--- src/rtl/spi_ctl_pkg.sv ---
// ----------------------------------------------------------------------------
// spi_ctl_pkg
// Shared types, register indexes, command codes and limits of the SPI
// controller.
// ----------------------------------------------------------------------------
package spi_ctl_pkg;

    // default upper limit of the word length
    localparam int DEF_MAX_WORD_BITS = 16;

    // fixed field widths
    localparam int CMD_W   = 2;
    localparam int DATA_W  = 16;
    localparam int BPW_W   = 5;
    localparam int DIV_W   = 8;
    localparam int CIDX_W  = 8;
    localparam int CDATA_W = 8;

    // divider limits
    localparam logic [DIV_W-1:0] DIV_MIN = 8'd6;
    localparam logic [DIV_W-1:0] DIV_MAX = 8'd254;

    // shortest word
    localparam logic [BPW_W-1:0] BPW_MIN = 5'd8;

    // register reset values
    localparam logic [BPW_W-1:0] BPW_RESET = 5'd8;
    localparam logic [DIV_W-1:0] DIV_RESET = 8'd254;

    // configuration register indexes
    localparam logic [CIDX_W-1:0] REG_MASTER_MODE      = 8'd0;
    localparam logic [CIDX_W-1:0] REG_CLOCK_PHASE      = 8'd1;
    localparam logic [CIDX_W-1:0] REG_CLOCK_POLARITY   = 8'd2;
    localparam logic [CIDX_W-1:0] REG_LSB_FIRST        = 8'd3;
    localparam logic [CIDX_W-1:0] REG_BITS_PER_WORD    = 8'd4;
    localparam logic [CIDX_W-1:0] REG_CLOCK_DIVIDER    = 8'd5;
    localparam logic [CIDX_W-1:0] REG_INTERRUPT_ENABLE = 8'd6;

    // bus commands
    localparam logic [CMD_W-1:0] CMD_TICK   = 2'd0;
    localparam logic [CMD_W-1:0] CMD_WRITE  = 2'd1;
    localparam logic [CMD_W-1:0] CMD_READ   = 2'd2;
    localparam logic [CMD_W-1:0] CMD_STATUS = 2'd3;

    // configuration registers
    typedef struct packed {
        logic             master_mode;
        logic             clock_phase;
        logic             clock_polarity;
        logic             lsb_first;
        logic [BPW_W-1:0] bits_per_word;
        logic [DIV_W-1:0] clock_divider;
        logic             interrupt_enable;
    } cfg_t;

    // one peripheral clock tick
    typedef struct packed {
        logic [CMD_W-1:0]  cmd;
        logic [DATA_W-1:0] write_word;
        logic              miso_in;
        logic              mosi_in;
        logic              sclk_in;
        logic              select_n_in;
    } item_t;

    // pin and status levels after one tick
    typedef struct packed {
        logic              sclk_out;
        logic              mosi_out;
        logic              miso_out;
        logic [DATA_W-1:0] read_word;
        logic              transfer_done;
        logic              write_collision;
        logic              interrupt_request;
    } result_t;

endpackage

--- src/rtl/spi_ctl_engine.sv ---
// ----------------------------------------------------------------------------
// spi_ctl_engine
// Shift engine, clock divider and status flags. Advances one peripheral
// clock tick per step and presents the resulting pin and status levels.
// ----------------------------------------------------------------------------
module spi_ctl_engine
    import spi_ctl_pkg::*;
#(
    parameter int MAX_WORD_BITS = DEF_MAX_WORD_BITS
) (
    input  logic    aclk,
    input  logic    aresetn,
    input  cfg_t    cfg,
    input  logic    abort,
    input  logic    step,
    input  item_t   item,
    output result_t res
);

    localparam int W  = MAX_WORD_BITS;
    localparam int CW = $clog2(MAX_WORD_BITS + 1);
    localparam int IW = $clog2(MAX_WORD_BITS);

    // engine state
    logic [W-1:0]     shift_reg, shift_next;
    logic [W-1:0]     recv_reg, recv_next;
    logic [CW-1:0]    cnt_reg, cnt_next;
    logic [DIV_W-1:0] div_reg, div_next;
    logic             lvl_reg, lvl_next;
    logic             busy_reg, busy_next;
    logic             done_reg, done_next;
    logic             coll_reg, coll_next;
    logic             swr_reg, swr_next;
    logic             last_reg, last_next;
    logic             latch_reg, latch_next;

    // word length clamped to 8..MAX_WORD_BITS
    logic [CW-1:0]    wbits;
    logic [IW-1:0]    top_idx;
    logic [W-1:0]     wmask;
    logic [DIV_W-1:0] half;
    logic [DATA_W-1:0] rd;

    // shift one bit in, masked to the word length
    function automatic logic [W-1:0] shift_fn(input logic [W-1:0] sw,
                                              input logic lat,
                                              input logic lsb,
                                              input logic [IW-1:0] ti,
                                              input logic [W-1:0] msk);
        logic [W-1:0] r;
        if (lsb) begin
            r = (sw >> 1) | (W'(lat) << ti);
        end else begin
            r = (sw << 1) | W'(lat);
        end
        return r & msk;
    endfunction

    // word length, top bit index and mask
    always_comb begin
        if (cfg.bits_per_word < BPW_MIN) begin
            wbits = CW'(BPW_MIN);
        end else if (int'(cfg.bits_per_word) > MAX_WORD_BITS) begin
            wbits = CW'(MAX_WORD_BITS);
        end else begin
            wbits = CW'(cfg.bits_per_word);
        end
        top_idx = IW'(wbits - 1'b1);
        for (int i = 0; i < W; i++) begin
            wmask[i] = (i < int'(wbits));
        end
    end

    // half serial clock period from the clamped, even divider
    always_comb begin
        logic [DIV_W-1:0] d;
        logic [DIV_W:0]   e;
        if (cfg.clock_divider < DIV_MIN) begin
            d = DIV_MIN;
        end else if (cfg.clock_divider > DIV_MAX) begin
            d = DIV_MAX;
        end else begin
            d = cfg.clock_divider;
        end
        e    = {1'b0, d} + 1'b1;
        half = e[DIV_W:1];
    end

    // one tick of the controller
    always_comb begin
        logic edge_hit;
        logic edge_lead;
        logic din;

        shift_next = shift_reg;
        recv_next  = recv_reg;
        cnt_next   = cnt_reg;
        div_next   = div_reg;
        lvl_next   = lvl_reg;
        busy_next  = busy_reg;
        done_next  = done_reg;
        coll_next  = coll_reg;
        swr_next   = swr_reg;
        last_next  = last_reg;
        latch_next = latch_reg;
        rd         = '0;
        edge_hit   = 1'b0;
        edge_lead  = 1'b0;
        din        = 1'b0;

        if (abort) begin
            busy_next = 1'b0;
            cnt_next  = '0;
            div_next  = '0;
            lvl_next  = 1'b0;
        end

        if (step) begin
            // a status read followed by a data access clears the flags
            if ((item.cmd == CMD_WRITE || item.cmd == CMD_READ) && swr_reg) begin
                done_next = 1'b0;
                coll_next = 1'b0;
                swr_next  = 1'b0;
            end

            // bus access
            case (item.cmd)
                CMD_READ: begin
                    rd = DATA_W'(recv_reg);
                end
                CMD_STATUS: begin
                    swr_next = 1'b1;
                end
                CMD_WRITE: begin
                    if (busy_reg) begin
                        coll_next = 1'b1;
                    end else begin
                        shift_next = W'(item.write_word) & wmask;
                        if (cfg.master_mode) begin
                            cnt_next  = '0;
                            div_next  = '0;
                            lvl_next  = 1'b0;
                            busy_next = 1'b1;
                        end
                    end
                end
                default: begin
                end
            endcase

            // serial clock source
            if (cfg.master_mode) begin
                if (busy_next) begin
                    div_next = div_next + 1'b1;
                    if (div_next >= half) begin
                        div_next  = '0;
                        lvl_next  = ~lvl_next;
                        edge_hit  = 1'b1;
                        edge_lead = lvl_next;
                        din       = item.miso_in;
                    end
                end
            end else if (!item.select_n_in) begin
                if (item.sclk_in != last_reg) begin
                    busy_next = 1'b1;
                    edge_hit  = 1'b1;
                    edge_lead = item.sclk_in ^ cfg.clock_polarity;
                    din       = item.mosi_in;
                end
            end else if (busy_next) begin
                busy_next = 1'b0;
                cnt_next  = '0;
                div_next  = '0;
                lvl_next  = 1'b0;
            end
            last_next = item.sclk_in;

            // sample and shift on serial clock edges
            if (edge_hit) begin
                if (edge_lead) begin
                    if (!cfg.clock_phase) begin
                        latch_next = din;
                    end else if (cnt_next != '0) begin
                        shift_next = shift_fn(shift_next, latch_next, cfg.lsb_first,
                                              top_idx, wmask);
                    end
                end else begin
                    if (!cfg.clock_phase) begin
                        shift_next = shift_fn(shift_next, latch_next, cfg.lsb_first,
                                              top_idx, wmask);
                    end else begin
                        latch_next = din;
                    end
                    cnt_next = cnt_next + 1'b1;
                    if (cnt_next >= wbits) begin
                        if (cfg.clock_phase) begin
                            shift_next = shift_fn(shift_next, latch_next, cfg.lsb_first,
                                                  top_idx, wmask);
                        end
                        recv_next = shift_next & wmask;
                        done_next = 1'b1;
                        busy_next = 1'b0;
                        cnt_next  = '0;
                        div_next  = '0;
                        lvl_next  = 1'b0;
                    end
                end
            end
        end
    end

    // pin and status levels after the tick
    always_comb begin
        logic bit_out;
        bit_out = cfg.lsb_first ? shift_next[0] : shift_next[top_idx];
        res.sclk_out          = cfg.master_mode & (lvl_next ^ cfg.clock_polarity);
        res.mosi_out          = cfg.master_mode & bit_out;
        res.miso_out          = ~cfg.master_mode & bit_out;
        res.read_word         = rd;
        res.transfer_done     = done_next;
        res.write_collision   = coll_next;
        res.interrupt_request = done_next & cfg.interrupt_enable;
    end

    // state registers
    always_ff @(posedge aclk) begin
        if (!aresetn) begin
            shift_reg <= '0;
            recv_reg  <= '0;
            cnt_reg   <= '0;
            div_reg   <= '0;
            lvl_reg   <= 1'b0;
            busy_reg  <= 1'b0;
            done_reg  <= 1'b0;
            coll_reg  <= 1'b0;
            swr_reg   <= 1'b0;
            last_reg  <= 1'b0;
            latch_reg <= 1'b0;
        end else begin
            shift_reg <= shift_next;
            recv_reg  <= recv_next;
            cnt_reg   <= cnt_next;
            div_reg   <= div_next;
            lvl_reg   <= lvl_next;
            busy_reg  <= busy_next;
            done_reg  <= done_next;
            coll_reg  <= coll_next;
            swr_reg   <= swr_next;
            last_reg  <= last_next;
            latch_reg <= latch_next;
        end
    end

endmodule

--- src/rtl/spi_controller_master_slave.sv ---
// ----------------------------------------------------------------------------
// spi_controller_master_slave
// SPI controller, master or slave, CPOL/CPHA modes, 8 to MAX_WORD_BITS bits
// per word, stepped once per peripheral clock tick.
//
//  channel   direction  handshake            payload
//  s_        in         s_valid / s_ready    cmd, write_word, line levels
//  m_        out        m_valid / m_ready    pin levels, read_word, flags
//  cfg_      in         cfg_valid/cfg_ready  cfg_index, cfg_data
//
//  One tick is accepted per cycle while s_ready is high; its result goes to
//  the m_ ports through the input register, then the result register holding
//  the levels. The whole tick is evaluated combinationally between them.
//  A stalled result register holds the input register, and s_ready drops
//  only when both are full. cfg_ready is always high.
//  aresetn is synchronous and clears engine state, config and valid flags.
// ----------------------------------------------------------------------------
module spi_controller_master_slave
    import spi_ctl_pkg::*;
#(
    parameter int MAX_WORD_BITS = DEF_MAX_WORD_BITS
) (
    input  logic               aclk,
    input  logic               aresetn,

    input  logic               cfg_valid,
    output logic               cfg_ready,
    input  logic [CIDX_W-1:0]  cfg_index,
    input  logic [CDATA_W-1:0] cfg_data,

    input  logic               s_valid,
    output logic               s_ready,
    input  logic [CMD_W-1:0]   s_cmd,
    input  logic [DATA_W-1:0]  s_write_word,
    input  logic               s_miso_in,
    input  logic               s_mosi_in,
    input  logic               s_sclk_in,
    input  logic               s_select_n_in,

    output logic               m_valid,
    input  logic               m_ready,
    output logic               m_sclk_out,
    output logic               m_mosi_out,
    output logic               m_miso_out,
    output logic [DATA_W-1:0]  m_read_word,
    output logic               m_transfer_done,
    output logic               m_write_collision,
    output logic               m_interrupt_request
);

    cfg_t    cfg_reg;
    item_t   item_reg;
    logic    in_valid_reg;
    result_t res_reg;
    logic    out_valid_reg;
    result_t res_comb;
    logic    advance;
    logic    step;
    logic    cfg_wr;
    logic    abort;

    // handshake control
    assign cfg_ready = 1'b1;
    assign cfg_wr    = cfg_valid & cfg_ready;
    assign advance   = ~out_valid_reg | m_ready;
    assign s_ready   = ~in_valid_reg | advance;
    assign step      = in_valid_reg & advance;

    // a change of mode drops any transfer in progress
    assign abort = cfg_wr && (cfg_index == REG_MASTER_MODE)
                   && (cfg_data[0] != cfg_reg.master_mode);

    // configuration registers
    always_ff @(posedge aclk) begin
        if (!aresetn) begin
            cfg_reg.master_mode      <= 1'b0;
            cfg_reg.clock_phase      <= 1'b0;
            cfg_reg.clock_polarity   <= 1'b0;
            cfg_reg.lsb_first        <= 1'b0;
            cfg_reg.bits_per_word    <= BPW_RESET;
            cfg_reg.clock_divider    <= DIV_RESET;
            cfg_reg.interrupt_enable <= 1'b0;
        end else if (cfg_wr) begin
            case (cfg_index)
                REG_MASTER_MODE:      cfg_reg.master_mode      <= cfg_data[0];
                REG_CLOCK_PHASE:      cfg_reg.clock_phase      <= cfg_data[0];
                REG_CLOCK_POLARITY:   cfg_reg.clock_polarity   <= cfg_data[0];
                REG_LSB_FIRST:        cfg_reg.lsb_first        <= cfg_data[0];
                REG_BITS_PER_WORD:    cfg_reg.bits_per_word    <= cfg_data[BPW_W-1:0];
                REG_CLOCK_DIVIDER:    cfg_reg.clock_divider    <= cfg_data;
                REG_INTERRUPT_ENABLE: cfg_reg.interrupt_enable <= cfg_data[0];
                default: begin
                end
            endcase
        end
    end

    // input register
    always_ff @(posedge aclk) begin
        if (!aresetn) begin
            in_valid_reg <= 1'b0;
        end else if (s_valid && s_ready) begin
            in_valid_reg <= 1'b1;
        end else if (step) begin
            in_valid_reg <= 1'b0;
        end
    end

    always_ff @(posedge aclk) begin
        if (s_valid && s_ready) begin
            item_reg.cmd         <= s_cmd;
            item_reg.write_word  <= s_write_word;
            item_reg.miso_in     <= s_miso_in;
            item_reg.mosi_in     <= s_mosi_in;
            item_reg.sclk_in     <= s_sclk_in;
            item_reg.select_n_in <= s_select_n_in;
        end
    end

    // controller core
    spi_ctl_engine #(
        .MAX_WORD_BITS (MAX_WORD_BITS)
    ) u_engine (
        .aclk    (aclk),
        .aresetn (aresetn),
        .cfg     (cfg_reg),
        .abort   (abort),
        .step    (step),
        .item    (item_reg),
        .res     (res_comb)
    );

    // result register
    always_ff @(posedge aclk) begin
        if (!aresetn) begin
            out_valid_reg <= 1'b0;
        end else if (advance) begin
            out_valid_reg <= in_valid_reg;
        end
    end

    always_ff @(posedge aclk) begin
        if (step) begin
            res_reg <= res_comb;
        end
    end

    // result ports
    assign m_valid             = out_valid_reg;
    assign m_sclk_out          = res_reg.sclk_out;
    assign m_mosi_out          = res_reg.mosi_out;
    assign m_miso_out          = res_reg.miso_out;
    assign m_read_word         = res_reg.read_word;
    assign m_transfer_done     = res_reg.transfer_done;
    assign m_write_collision   = res_reg.write_collision;
    assign m_interrupt_request = res_reg.interrupt_request;

endmodule

--- config.mk ---
export PLATFORM = sky130hd
export DESIGN_NAME = spi_controller_master_slave
export DESIGN_NICKNAME = d
export VERILOG_FILES = /design/src/rtl/spi_ctl_pkg.sv /design/src/rtl/spi_ctl_engine.sv /design/src/rtl/spi_controller_master_slave.sv
export SDC_FILE = /design/constraint.sdc
export NUM_CORES = 1
export LEC_CHECK = 0
export ABC_AREA = 1
export BUFFER_PORTS_ARGS = -buffer_cell sky130_fd_sc_hd__buf_2
export CAP_MARGIN = 20
export CELL_PAD_IN_SITES_DETAIL_PLACEMENT = 1
export CELL_PAD_IN_SITES_GLOBAL_PLACEMENT = 1
export CORE_MARGIN = 2
export CORE_UTILIZATION = 35
export CTS_BUF_LIST = sky130_fd_sc_hd__clkbuf_4
export DETAILED_ROUTE_END_ITERATION = 6
export PLACE_DENSITY = 0.76
export SLEW_MARGIN = 15
export SYNTH_ARGS = -nofsm -noshare
export SYNTH_HDL_FRONTEND = slang
export SYNTH_SLANG_ARGS = --single-unit
--- constraint.sdc ---
create_clock -name aclk -period 5.45 [get_ports aclk]
set_clock_uncertainty 0.1 [all_clocks]
set_input_delay 0.545 -clock aclk [delete_from_list [all_inputs] [get_ports aclk]]
set_output_delay 0.545 -clock aclk [all_outputs]
set_load 0.01 [all_outputs]
==> metrics.csv, run 1 <==
metric,value,unit
status,completed,
end_kind,register,
power_density,211,nW/µm²
p_leak,4.00,nW
cts.sinks,116,
antenna_found_initial,1,
synth_enable_flop_cells,44,
fp.dieH,154,µm
fin_crit,4.94,ns
fin_util,39.9,%
synthesis.nets,1198,
hp-class,in2reg,
first_pass_iters,7,
placed_cells,1451,
drv_cap,0,
crit_fanout,8,
die_w,154,µm
coreArea,21900,µm²
clk_path_buf_depth,2,
cts_max_level,4,
arrival,5.26,ns
vias_per_cell,5.35,
relSlewSlack,32.6,%
grt_usage,22.9,%
start_util,35.8,%
grt_pass1_vias,8120,
synth_seq_area_share,35.3,%
wirelength,26.7,mm
ys_types,58,
slew_viol_final,0,
cpMaxStageDelayCell,edfxtp_1,
rows,54,
layout-drive-gt1-share,16.9,%
synth_area_leaders,"dfxtp_1 18%, edfxtp_1 17%, nand2_1 14%",
postRouteAntennaNets,0,
post-synth-top-area-fraction,18.4,%
min_period_over_period,90.7,%
final_nets,1255,
syn_to_final_growth,11.7,%
largest_reg_flops,22,
yosysTopAreaCell,dfxtp_1,
syn_inst,1133,
post_cts_buffers,0,
total_power,1.85,mW
root_buffer,clkbuf_4,
yosys_warnings,0,
stdcell_count,1483,
port_buffers,66,
overflow,0,
synthFlopType,dfxtp_1,
dr.first_iter.drc_count,485,
cp_slowest_stage_delay,0.43,ns
max_freq,202,MHz
setup_viol,0,
start_kind,register,
ir_drop,0.0897,mV
crit_type,reg2reg,
worst_pin_slew,1.01,ns
grt_pass1_wl,42.8,mm
syn_area,7830,µm²
drc,0,
critical-path-top-delay-family,simple AND/OR/NAND/NOR gates,
clk_pin_slew,0.12,ns
numCtsBuffers,17,
hold_viol,0,
cp_common_cell,nand2_1,
cp.required,5.77,ns
syn_area_per_cell,6.91,µm²
vias,7930,
num_io_pins,68,
clk_latency,0.58,ns
cts_tree,built,
dieArea,23600,µm²
place_hpwl,19.5,mm
ys_seq_elements,116,
grt_max_degree,33,
routabilityCongestion,0.888,
path_buf_inv,1,
synthArstFlopShare,0,%
fin_tns_setup,0,ns
wl_per_cell,18.0,µm
-- cell usage in the layout (no fill, tap or decap), types with 3 or more instances in the layout --
master      count
buf_4          26
or2_2           4
nand2_2        14
buf_2          66
clkinv_2        4
inv_4           4
clkinv_1        6
ha_1           22
dfxtp_1        72
nand3_4         3
clkbuf_4       20
nor3_1          4
a311oi_1        4
nor4_2          4
nand4_1        11
clkinvlp_4      3
nand3_1        97
inv_1         132
edfxtp_1       44
o21ai_0        87
a21boi_2        3
a21oi_1        73
nand2_1       294
xor2_1         13
inv_2          11
o21ai_2         3
nand3_2        13
o21ai_1        17
o211ai_1       13
a221oi_1        5
nor2_2          5
a31oi_1         3
nor2_1         82
nand2_4         4
-- routing by layer --
metal	track usage (%)	vias up	share of wire, %
met3	3.75	63	4.3
met4	9.83	0	3.3
met1	27.8	3844	43
met2	40.0	185	50
met5	0	-	0
li1	-	3838	-
-- logic make-up after synthesis --
family | Yosys count | share of synthesized area (%)
AND/OR/NAND/NOR | 545 | 31.4
other | 1 | 0.0479
buffers and inverters | 207 | 11.0
flip-flops | 116 | 35.3
AO/OA/AOI/OAI | 226 | 16.7
XOR/XNOR | 16 | 2.03
adder cells (fa/ha/maj) | 22 | 3.52
-- metrics by stage --
step	hold WS [ns]	setup WS (ns)	instance area (µm²)
2_1_floorplan	0.341	0.799	7830
3_3_place_gp	0.352	0.290	8450
3_5_place_dp	0.357	-0.0156	8450
4_1_cts	0.00294	0.256	8690
5_1_grt	-0.0140	-0.0280	8740
6_report	0.0274	0.506	8740
-- synth_stat cells (5+ instances only) --
library cell / number
nand2_1: 294
inv_1: 132
nand3_1: 98
o21ai_0: 87
nor2_1: 86
a21oi_1: 73
dfxtp_1: 72
edfxtp_1: 44
clkbuf_1: 26
ha_1: 22
buf_2: 19
o21ai_1: 17
nand2_2: 14
nand3_2: 13
o211ai_1: 13
xor2_1: 13
inv_2: 11
nand4_1: 11
a221oi_1: 5
buf_4: 5
nor4_1: 5
-- final cells by class --
type,instances,area [µm²]
antenna,1,2.50
clock buffer,20,150
clock inverter,11,88.8
fill,2851,13200
inverter,152,586
multi-input combinational,810,4260
sequential,116,2760
tap,280,350
timing repair buffer,93,546
-- worst paths after layout --
| path | start | cells after the start | slack (ns) | end |
|---|---|---|---|---|
| setup reg to reg | item_reg[20] | 32 | 0.51 | m_mosi_out |
| hold / removal | s_write_word[13] | 1 | 0.03 | item_reg[17] |
| hold reg to reg | u_engine.recv_reg[13] | 2 | 0.37 | u_engine.recv_reg[13] |
| setup / recovery | item_reg[20] | 32 | 0.51 | m_mosi_out |
-- what timing repair did --
item | in CTS | in global routing
endpoints found under the hold margin | 0 | 0
resized for setup | 0 | 10
hold buffers | 0 | 0
setup endpoints to repair | 0 | 8
-- report_power, final --
group / switching (mW) / internal, mW
logic: 0.211 / 0.0975
clock network: 0.364 / 0.232
registers: 0.0122 / 0.930
total: 0.588 / 1.26
(Power assumes the default switching activity.)
==> run 2: changes to the inputs <==
--- a/config.mk
+++ b/config.mk
@@ -11,11 +11,12 @@
 export CELL_PAD_IN_SITES_DETAIL_PLACEMENT = 1
 export CELL_PAD_IN_SITES_GLOBAL_PLACEMENT = 1
 export CORE_MARGIN = 2
-export CORE_UTILIZATION = 35
+export CORE_UTILIZATION = 45
 export CTS_BUF_LIST = sky130_fd_sc_hd__clkbuf_4
 export DETAILED_ROUTE_END_ITERATION = 6
-export PLACE_DENSITY = 0.76
+export PLACE_DENSITY = 0.92
 export SLEW_MARGIN = 15
 export SYNTH_ARGS = -nofsm -noshare
 export SYNTH_HDL_FRONTEND = slang
+export SYNTH_HIERARCHICAL = 1
 export SYNTH_SLANG_ARGS = --single-unit
==> run 2 against run 1 <==
Against the previous run: synthesized cell count is 3.7% higher; sequential cell count did not move; critical path depth unchanged; total power grew 9.4%; hold slack improved by 0.031 ns.
==> metrics.csv, run 2 <==
metric,value,unit,change
status,completed,,
cts_tree,built,,
clk_pin_slew,0.11,ns,about the same
die_w,138,µm,-10%
grt_max_degree,54,,+64%
setup_ws,0.431,ns,-0.0758 ns
routabilityCongestion,0.972,,+9.4%
ir_drop,0.140,mV,+56%
grt_pass1_vias,8365,,+3.0%
rows,48,,-11%
cp_slowest_stage_delay,0.45,ns,+0.02 ns
arrival,5.31,ns,+0.05 ns
post-synth-top-count-cell,nand2_1,,
stdcell_count,1458,,-1.7%
grt.busiest_layer,met2,,
postRouteAntennaNets,0,,unchanged
synthArstFlopShare,0,%,unchanged
path_buf_inv,6,,+5
synthFlopType,dfxtp_1,,
synthAdderAreaFrac,3.42,%,-0.092 points
placed_area,8440,µm²,-0.18%
first_pass_iters,5,,-2
grt_usage,29.1,%,+6.3 points
wl_per_cell,18.2,µm,+0.89%
drc,0,,unchanged
synth_area_leaders,"dfxtp_1 18%, edfxtp_1 16%, nand2_1 13%",,
cpMaxStageDelayCell,edfxtp_1,,
largest_reg_flops,22,,unchanged
clk_latency,0.55,ns,-0.03 ns
yosysTopAreaCell,dfxtp_1,,
port_buffers,66,,unchanged
post_cts_buffers,0,,unchanged
clk_path_buf_depth,2,,unchanged
cts_max_level,4,,unchanged
synthXorXnorAreaFrac,1.42,%,-0.61 points
slew_viol_final,0,,unchanged
placed_cells,1425,,-1.8%
cts.sinks,116,,unchanged
coreArea,17400,µm²,-21%
preCtsSetupSlack,0.128,ns,+0.144 ns
rsz0062_at_grt,false,,
place_hpwl,19.0,mm,-2.9%
synth_common_cells,"274 x nand2_1, 126 x inv_1, 124 x nand3_1",,
worst_hold_slack,0.0585,ns,+0.0311 ns
final_nets,1284,,+2.3%
relSlewSlack,35.9,%,+3.3 points
final_common_cell,nand2_1,,
dieArea,19000,µm²,-20%
drv_cap,0,,unchanged
power_density,230,nW/µm²,+8.8%
hp-class,in2reg,,
synth_enable_flop_cells,44,,unchanged
crit_type,reg2reg,,
crit_fanout,24,,+16
fin_tns_setup,0,ns,unchanged
antenna_found_initial,1,,unchanged
overflow,0,,unchanged
syn_area,8040,µm²,+2.7%
yosys_warnings,6,,+6
worst_pin_slew,0.958,ns,-0.0524 ns
post-synth-top-area-fraction,17.9,%,-0.48 points
total_power,2.02,mW,+9.4%
syn_to_final_growth,9.27,%,
min_period_over_period,92.1,%,+1.4 points
most-common-layout-cells,"273 x nand2_1, 126 x inv_1, 123 x nand3_1, 116 x nor2_1, 88 x a21oi_1",,
synth_seq_area_share,34.4,%,-0.93 points
synth-simple-area-share,33.8,%,+2.4 points
max_freq,199,MHz,-1.5%
end_kind,register,,
ys_seq_elements,116,,unchanged
fin_util,50.6,%,+11 points
synthesis.nets,1240,,+3.5%
start_kind,register,,
vias_per_cell,5.63,,+5.3%
root_buffer,clkbuf_4,,
muxShareOfSynthArea,0,%,unchanged
syn_inst,1175,,+3.7%
grt_pass1_wl,42.5,mm,-0.60%
fin_crit,5.02,ns,+0.0758 ns
met1_usage,39.1,%,+11 points
fp.dieH,138,µm,-10%
dr.first_iter.drc_count,652,,+34%
hold_viol,0,,unchanged
ys_types,55,,-5.2%
use_met2,47.3,%,+7.3 points
syn_area_per_cell,6.84,µm²,-0.97%
critical-path-top-delay-family,simple AND/OR/NAND/NOR gates,,
vias,8209,,+3.5%
p_leak,3.91,nW,-2.2%
wirelength,26.5,mm,-0.81%
cp.required,5.74,ns,-0.03 ns
synth-compound-area-share,15.2,%,-1.5 points
num_io_pins,68,,unchanged
use_met3,4.56,%,+0.81 points
setup_viol,0,,unchanged
reg2reg_slack,0.43,ns,-0.08 ns
start_util,46.3,%,+11 points
finalInstanceArea,8790,µm²,+0.52%
layout-drive-gt1-share,16.9,%,about the same
synth_top_family_by_area,simple AND/OR/NAND/NOR gates,,
cp_common_cell,inv_1,,
numCtsBuffers,17,,unchanged
==> run 2: changes by cell type in the layout (fill, tap and decap cells not counted), moves of 7 or more <==
cell,previous run,this run
nor2_4,2,9
buf_4,26,17
o21ai_0,87,57
a21oi_1,73,88
nand3_2,13,6
o211ai_1,13,3
nand2_1,294,273
nand3_1,97,123
a22oi_1,0,7
inv_2,11,23
nor2_1,82,116
==> run 2: cells by family (layout without fill, tap and decap cells) <==
| logic type | after synthesis | count (layout) |
|---|---|---|
| XOR/XNOR | 13 | 13 |
| AND/OR/NAND/NOR | 598 | 598 |
| AO/OA/AOI/OAI | 213 | 213 |
| adder cells (fa/ha/maj) | 22 | 22 |
| buffers and inverters | 212 | 269 |
| flip-flops | 116 | 116 |
| other | 1 | 2 |
==> run 2: final timing paths <==
| check | startpoint | end | depth (start not counted) |
|---|---|---|---|
| worst min register to register | u_engine/recv_reg[10] | u_engine/recv_reg[10] | 2 |
| worst min-delay path | s_write_word[1] | item_reg[5] | 1 |
| worst max register to register | item_reg[20] | m_mosi_out | 32 |
| worst max-delay path | item_reg[20] | m_mosi_out | 32 |
==> run 2: cell type report <==
class,count,area (µm²)
flip-flops and latches,116,2760
clock inverters,12,184
clock buffers,20,150
multi-input cells,847,4360
diodes,1,2.50
repair buffers,83,458
fillers,2314,8570
inverters,154,589
well taps,225,282
==> run 2: where the power goes <==
part	switching [mW]	internal [mW]	leakage, nW
clock	0.338	0.419	0.186
sequential	0.0146	0.931	1.01
combinational	0.221	0.0962	2.71
total	0.574	1.45	3.91
==> run 2: routing by layer <==
layer  share of wire [%]  wire, µm  up-vias
li1                    -         -     3925
met1                  45     11900     3953
met2                  46     12300      291
met3                 6.5      1730       40
met4                 2.3       602        0
met5                   0         0        -
==> run 2: what timing repair did <==
item / CTS / global route
resized for setup: 0 / 5
hold buffers: 0 / 0
endpoints found under the setup margin: 0 / 3
